## src/rtl/core/gcmsbt_pkg.sv

```systemverilog
// gcmsbt_pkg: sizes, op codes, state type and port structs for the mark-sweep block table
// no dependencies; used by gcmsbt_fill_table and gc_mark_sweep_block_table_unit

package gcmsbt_pkg;

   localparam int ADDR_BITS = 48;
   localparam int BUCKETS   = 64;   // power of two, bucket is the low hash bits
   localparam int WAYS      = 8;    // power of two, slot index is {bucket, way}

   localparam int BKT_W     = $clog2(BUCKETS);
   localparam int WAY_W     = $clog2(WAYS);
   localparam int FILL_W    = $clog2(WAYS + 1);
   localparam int IDX_W     = BKT_W + WAY_W;
   localparam int ENTRY_W   = ADDR_BITS + 1;
   localparam int SHIFT_W   = 6;
   localparam int FREED_W   = 10;
   localparam int REQ_DATA_W = ((ADDR_BITS + 7) / 8) * 8;
   localparam int RSP_DATA_W = ((3 + FREED_W + 7) / 8) * 8;

   localparam logic [SHIFT_W-1:0] SHIFT_RESET = SHIFT_W'(20);

   typedef enum logic [1:0] {
      OP_INSERT = 2'd0,
      OP_MARK   = 2'd1,
      OP_QUERY  = 2'd2,
      OP_SWEEP  = 2'd3
   } op_type;

   typedef enum logic [2:0] {
      ST_IDLE,
      ST_FILL,
      ST_LOAD,
      ST_SCAN,
      ST_RESP
   } state_type;

   typedef struct packed {
      logic              en;
      logic [BKT_W-1:0]  addr;
   } fill_rd_type;

   typedef struct packed {
      logic              en;
      logic [BKT_W-1:0]  addr;
      logic [FILL_W-1:0] data;
   } fill_wr_type;

endpackage

```

## src/rtl/core/gcmsbt_fill_table.sv

```systemverilog
// gcmsbt_fill_table: per-bucket fill count memory with registered read
// per-entry valid bits cleared by reset make unwritten buckets read as zero; uses gcmsbt_pkg

module gcmsbt_fill_table (
   input  logic                          clock,
   input  logic                          reset,
   input  gcmsbt_pkg::fill_rd_type       fill_rd,
   input  gcmsbt_pkg::fill_wr_type       fill_wr,
   output logic [gcmsbt_pkg::FILL_W-1:0] fill_rd_data
);

   logic [gcmsbt_pkg::FILL_W-1:0] fill_mem [gcmsbt_pkg::BUCKETS];
   logic [gcmsbt_pkg::BUCKETS-1:0] vld_ff;
   logic [gcmsbt_pkg::FILL_W-1:0] rd_data_ff;
   logic                          rd_vld_ff;

   always_ff @(posedge clock) begin
      if (reset) begin
         vld_ff <= '0;
      end else if (fill_wr.en) begin
         vld_ff[fill_wr.addr] <= 1'b1;
      end
   end

   always_ff @(posedge clock) begin
      if (fill_wr.en) begin
         fill_mem[fill_wr.addr] <= fill_wr.data;
      end
      if (fill_rd.en) begin
         rd_data_ff <= fill_mem[fill_rd.addr];
         rd_vld_ff  <= vld_ff[fill_rd.addr];
      end
   end

   assign fill_rd_data = rd_vld_ff ? rd_data_ff : '0;

endmodule

```

## config.mk

```make
export PLATFORM = sky130hd
export DESIGN_NAME = gcmsbt_fill_table
export DESIGN_NICKNAME = d
export VERILOG_FILES = /design/src/rtl/core/gcmsbt_pkg.sv /design/src/rtl/core/gcmsbt_fill_table.sv
export SDC_FILE = /design/constraint.sdc
export NUM_CORES = 1
export LEC_CHECK = 0
export BUFFER_PORTS_ARGS = -buffer_cell sky130_fd_sc_hd__buf_2
export CORE_UTILIZATION = 55
export CTS_CLUSTER_DIAMETER = 50
export DETAILED_ROUTE_END_ITERATION = 10
export GPL_TIMING_DRIVEN = 0
export PLACE_DENSITY_LB_ADDON = 0.05
export SLEW_MARGIN = 10
export SYNTH_ARGS = -nofsm -noshare
export SYNTH_HDL_FRONTEND = slang
export SYNTH_SLANG_ARGS = --single-unit
export TNS_END_PERCENT = 100
```

## constraint.sdc

```tcl
create_clock -name clock -period 2.46 [get_ports clock]
set_clock_uncertainty 0.1 [all_clocks]
set_input_delay 0.123 -clock clock [delete_from_list [all_inputs] [get_ports clock]]
set_output_delay 0.123 -clock clock [all_outputs]
set_load 0.03 [all_outputs]
```

==> flow_summary_export.csv, run 1 <==
group,metric,value,unit
clock_network,tritoncts,"yes",
yosys,synth_top_family_by_area,"multiplexers",
setup_path,crit_fanout,10,
floorplanning,die_w,154,um
setup_path,crit_top_cell,"buf_2",
sta,fin_setup_tns,0,ps
sta,worst_pin_slew,1190,ps
clock_network,ctsHoldBuffers,1,
setup_path,cpPeakStageDelay,430,ps
global_routing,grt_overflow,0,
yosys,postSynthCellCount,757,
sta,relSlewSlack,20.9,%
sta,whs,111,ps
detailed_routing,wl_per_cell,26.3,um
global_routing,antenna_found_initial,0,
outcome,violations,"DRC",
detailed_routing,avgViaCountPerCell,6.21,
placed_design,io_buffers,16,
yosys,synthDistinctLibCells,34,
final_layout,final_cell_mix,"edfxtp_1 (261), nor2_1 (184), mux4_2 (76)",
final_layout,synthToLayoutAreaGrowth,11.9,%
setup_path,crit_arrival,2260,ps
yosys,ys_seq_area_share,71.7,%
sta,setup_viol,0,
global_routing,grt_pass1_wl,44100,um
yosys,syn_area_per_cell,16.8,um^2
placed_design,place_hpwl,19400,um
sta,period_share,86.5,%
setup_path,crit_path_end_kind,"register",
yosys,synthAdderAreaFrac,0,%
setup_path,required,2600,ps
final_layout,layout_commonest_cell,"edfxtp_1",
yosys,syn_area,12700,um^2
setup_path,path_cells,"buf_4 > buf_2 > buf_2 > mux4_2 > mux2i_1 > a211oi_1 > nand2_1 > o31ai_1",
yosys,synthXorXnorAreaFrac,0,%
final_layout,post-route-util,62.9,%
sta,hold_viol,0,
final_layout,drive_above_1_share,20.9,%
flow_run,max-cap-violations,0,
detailed_routing,ant_nets,0,
global_routing,grt_max_degree,65,
clock_network,post-cts-setup-buffer-count,0,
yosys,syn-num-nets,777,
final_layout,nets,832,
clock_network,clk_latency,510,ps
floorplanning,die-area,23700,um^2
setup_path,critPathLaunchType,"primary input",
detailed_routing,first_pass_iters,9,
sta,timing.fmax,470,MHz
clock_network,cts_buffers,36,
sta,period_minus_slack,2130,ps
clock_network,cts-root-buf,"clkbuf_16",
setup_path,crit_type,"in -> reg",
floorplanning,io_pins,24,
outcome,status,"complete, but fails checks",
floorplanning,core_area,22600,um^2
hold_path,worstHoldPathType,"in -> reg",
yosys,synth_mux_area_share,15.9,%
placed_design,dp_slack,-193,ps
detailed_routing,routed-via-count,6972,
setup_path,cp_slowest_cell,"buf_2",
clock_network,cts_resized,0,
final_layout,stdcell_count,1122,
global_routing,track_usage,26.2,%
yosys,ys_ff_latch,325,
global_routing,first_global_vias,7198,
detailed_routing,drt-initial-drc-count,726,
yosys,synth-simple-area-share,7.82,%
placed_design,gp_congestion,0.903,
pwr,power_density,804,nW/um^2
clock_network,clkTransAtPathRegs,60,ps
sta,setup_slack,331,ps
sta,rsz0062_at_grt,"no",
yosys,synth-compound-area-share,2.63,%
clock_network,clock_sinks,325,
placed_design,dp.cells,1058,
floorplanning,initial_core_util,56.2,%
clock_network,h-tree-depth,2,
clock_network,cts_buffer_depth,3,
pwr,ir_drop,0.644,mV
floorplanning,core.rowCount,55,
sta,finalMaxSlewViolations,0,
detailed_routing,routed_wl,29500,um
final_layout,num_antenna_cells,0,
yosys,synth_warnings,0,
floorplanning,die_h,154,um
detailed_routing,drc,1,
pwr,power.static_leakage,4.64,nW
stage by stage:
| stage | cell area (um^2) | power, mW |
|---|---|---|
| after detailed placement | 13200 | 6.70 |
| after global placement | 13200 | 6.69 |
| after global routing | 14200 | 11.8 |
| final | 14200 | 11.4 |
| after floorplan | 12700 | 6.45 |
| after CTS | 14200 | 11.5 |
final cells by class:
| cell class | count | area, um^2 |
|---|---|---|
| clock inverters | 16 | 95.1 |
| repair buffers | 17 | 92.6 |
| plain buffers | 42 | 245 |
| fillers | 1605 | 8400 |
| clock buffers | 47 | 973 |
| flip-flops and latches | 325 | 9120 |
| well taps | 285 | 357 |
| multi-input cells | 390 | 3350 |
final timing paths:
path,to,from,slack (ps),depth (start not counted)
worst max-delay path,rd_data_ff[0],fill_rd[1],330,8
worst min-delay path,fill_mem[50][2],fill_wr[2],110,1
worst max register to register,rd_data_ff[1],fill_mem[48][1],460,5
worst min register to register,vld_ff[57],vld_ff[57],360,2
worst max-delay path: cells and delay by family:
family / cells / cell delay [ps]
AND/OR/NAND/NOR: 1 / 150
AO/OA/AOI/OAI: 2 / 230
buffers and inverters: 3 / 1010
multiplexers: 2 / 730
routing by layer:
metal | track usage (%) | vias to the layer above | part of all wire (%)
met5 | 0 | - | 0
met4 | 9.48 | 0 | 3.3
met3 | 5.02 | 70 | 7.8
met2 | 41.7 | 297 | 47
met1 | 36.4 | 3577 | 41
li1 | - | 3028 | -
cell families after synthesis:
family	after synthesis
compound gates	48
buf+inv	42
flops	325
mux	102
simple gates	240
power breakdown:
part | internal, mW | leakage [nW] | switching, mW
Combinational | 0.207 | 1.25 | 0.384
Clock | 2.80 | 0.519 | 2.06
Sequential | 5.98 | 2.87 | 0.0124
Yosys cell counts (all sizes together):
cell type | count | area, um^2
a211oi | 7 | 52.6
a21oi | 6 | 30.0
a311oi | 1 | 8.76
a31oi | 1 | 6.26
and2 | 5 | 31.3
buf | 26 | 185
clkbuf | 16 | 60.1
dfxtp | 64 | 1280
edfxtp | 261 | 7840
mux2 | 4 | 45.0
mux2i | 19 | 190
mux4 | 79 | 1790
nand2 | 12 | 45.0
nand2b | 6 | 37.5
nand3 | 9 | 45.0
nand3b | 3 | 22.5
nand4 | 2 | 12.5
nor2 | 184 | 691
nor2b | 9 | 56.3
nor3 | 7 | 35.0
o21ai | 7 | 35.0
o21ba | 4 | 40.0
o221ai | 7 | 61.3
o22ai | 11 | 68.8
o31ai | 3 | 22.5
o32ai | 1 | 8.76
or2 | 1 | 6.26
or3 | 2 | 12.5
sequential cells by signal, indices dropped and copies added, names as in the netlist:
name,flops
rd_vld_ff,1
fill_mem,256
rd_data_ff,4
vld_ff,64
(Power assumes the default switching activity.)
==> run 2, diff against run 1 <==
Settings changed: CORE_ASPECT_RATIO set to 0.8.
==> run 2 against run 1 <==
The run now ends clean. Global-route usage decreased by 0.19 points. First-iteration DRC count increased by 12%. Utilization rose by 0.59 points. Sequential power hardly changed. Worst hold slack better by 34 ps. Wire length barely moved. Flip-flop and latch count stayed put. Fmax fell by 6.0%. Die area hardly changed. Final area increased by 0.58%.
==> flow_summary_export.csv, run 2 (synthesized netlist as in run 1, its figures left out) <==
group,metric,value,unit
sta,timing.fmax,442,MHz
sta,rsz0062_at_grt,"no",
setup_path,crit_path_end_kind,"register",
pwr,power.static_leakage,4.67,nW
placed_design,dp.cells,1079,
sta,period_share,92.0,%
setup_path,reg2reg_from,"fill_mem[53][0]",
global_routing,grt.busiest_layer,"met1",
final_layout,top_regs,"fill_mem (256), vld_ff (64), rd_data_ff (4)",
hold_path,worstHoldPathType,"in -> reg",
final_layout,multi_input_area,3350,um^2
final_layout,num_antenna_cells,0,
hold_path,worst_hold_path.num_cells,3,
final_layout,post-route-util,63.5,%
floorplanning,io_pins,24,
floorplanning,die_h,138,um
detailed_routing,first_pass_iters,5,
final_layout,largest_register_ffs,256,
setup_path,required,2690,ps
global_routing,use_met2,38.5,%
sta,worst_pin_slew,1220,ps
clock_network,post-cts-setup-buffer-count,0,
final_layout,stdcell_count,1141,
placed_design,gp_congestion,0.928,
final_layout,nets,830,
detailed_routing,avgViaCountPerCell,6.08,
global_routing,grtUsageMet3,4.92,%
setup_path,crit_arrival,2500,ps
detailed_routing,routed_wl,29400,um
setup_path,crit_fanout,10,
setup_path,path_cells,"buf_2 > buf_2 > buf_2 > clkbuf_1 > o221ai_1 > o21ai_0 > nand2_1 > o31ai_1",
final_layout,layout.area.seq,9120,um^2
global_routing,grt_max_degree,65,
global_routing,antenna_found_initial,0,
setup_path,r2r_cells,5,
hold_path,whs_endpoint,"fill_mem[43][2]",
flow_run,max-cap-violations,0,
setup_path,critPathLaunchType,"primary input",
clock_network,tritoncts,"yes",
detailed_routing,ant_nets,0,
sta,hold_viol,0,
floorplanning,initial_core_util,56.4,%
detailed_routing,drt-initial-drc-count,811,
final_layout,layout_commonest_cell,"edfxtp_1",
clock_network,cts_buffer_depth,3,
clock_network,clock_sinks,325,
detailed_routing,wl_per_cell,25.8,um
setup_path,cpPeakStageDelay,510,ps
setup_path,crit_top_cell,"buf_2",
final_layout,drive_above_1_share,21.1,%
clock_network,clkTransAtPathRegs,60,ps
final_layout,fillCellCount,1655,
hold_path,worstHoldStart,"fill_wr[10]",
global_routing,first_global_vias,7080,
setup_path,cp_slowest_cell,"clkbuf_1",
global_routing,met1_usage,39.7,%
setup_path,reg2reg_slack,300,ps
clock_network,cts_buffers,34,
outcome,status,"finished clean",
floorplanning,die_w,172,um
clock_network,h-tree-depth,2,
final_layout,top_register,"fill_mem",
detailed_routing,drc,0,
final_layout,synthToLayoutAreaGrowth,12.6,%
clock_network,clk_latency,510,ps
global_routing,track_usage,26.0,%
sta,period_minus_slack,2260,ps
setup_path,crit_family,"buffers and inverters",
pwr,power_density,817,nW/um^2
global_routing,grt_pass1_wl,44000,um
setup_path,crit_type,"in -> reg",
placed_design,place_hpwl,19700,um
setup_path,path_buf_inv,4,
sta,whs,146,ps
pwr,ir_drop,0.934,mV
final_layout,final_cell_mix,"edfxtp_1 (261), nor2_1 (184), mux4_2 (76)",
floorplanning,core_area,22600,um^2
sta,finalMaxSlewViolations,0,
setup_path,rr_endpoint,"rd_data_ff[0]",
clock_network,cts-root-buf,"clkbuf_16",
floorplanning,die-area,23700,um^2
placed_design,io_buffers,16,
global_routing,grt_overflow,0,
sta,setup_viol,0,
sta,relSlewSlack,18.7,%
floorplanning,core.rowCount,49,
detailed_routing,routed-via-count,6936,
==> run 2: cell count changes in the layout (fill, tap and decap cells not counted), moves of 2 or more <==
cell / delta
clkbuf_16: -2
clkinv_2: -3
clkinv_1: +2
bufinv_16: +3
clkbuf_1: -5
clkbuf_8: +2
==> run 2: how the worst max path moves through the flow <==
stage / start / cells past startpoint / end
after floorplan: fill_rd[0] / 6 / rd_vld_ff
after global placement: fill_rd[1] / 7 / rd_vld_ff
after detailed placement: fill_rd[1] / 7 / rd_vld_ff
after CTS: fill_rd[1] / 7 / rd_vld_ff
after global routing: fill_rd[2] / 8 / rd_data_ff[0]
final: fill_rd[2] / 8 / rd_data_ff[0]
==> run 2: per-layer routing <==
layer | vias to the layer above | wire, um
met5 | - | 0
met4 | 0 | 739
met3 | 59 | 2620
met2 | 324 | 13200
met1 | 3525 | 12800
li1 | 3028 | -
==> run 2: repair_timing <==
action,4_1_cts,5_1_grt
setup endpoints to repair,0,0
hold buffers,1,0
hold endpoints to repair,5,0
gates resized for setup,0,0
==> run 2: final cells by class <==
type	instances	share of cell area, %
Timing Repair Buffer	17	0.629
Multi-Input combinational cell	390	23.4
Clock buffer	42	6.51
Clock inverter	19	1.36
Tap cell	306	2.67
Buffer	42	1.71
Sequential cell	325	63.7
==> run 2: tightest hold or removal path: stages <==
cell and delay [ps]:
buf_2 150, nand4_1 150, nor2_1 140
==> run 2: per-stage QoR <==
stage | setup slack, ps | power (mW) | area [um^2] | TNS, ps
6_report | 196 | 11.7 | 14300 | 0
5_1_grt | 223 | 12.0 | 14300 | 0
4_1_cts | 293 | 11.7 | 14300 | 0
3_5_place_dp | -236 | 6.70 | 13200 | -923
3_3_place_gp | -240 | 6.69 | 13200 | -736
2_1_floorplan | 575 | 6.45 | 12700 | 0
==> run 2: report_power, final <==
group          internal, mW  total, mW  leakage [nW]  switching [mW]
Combinational         0.207      0.593          1.25           0.386
Sequential             5.98       5.99          2.87          0.0127
Clock                  3.03       5.11         0.548            2.07
Total                  9.22       11.7          4.67            2.47
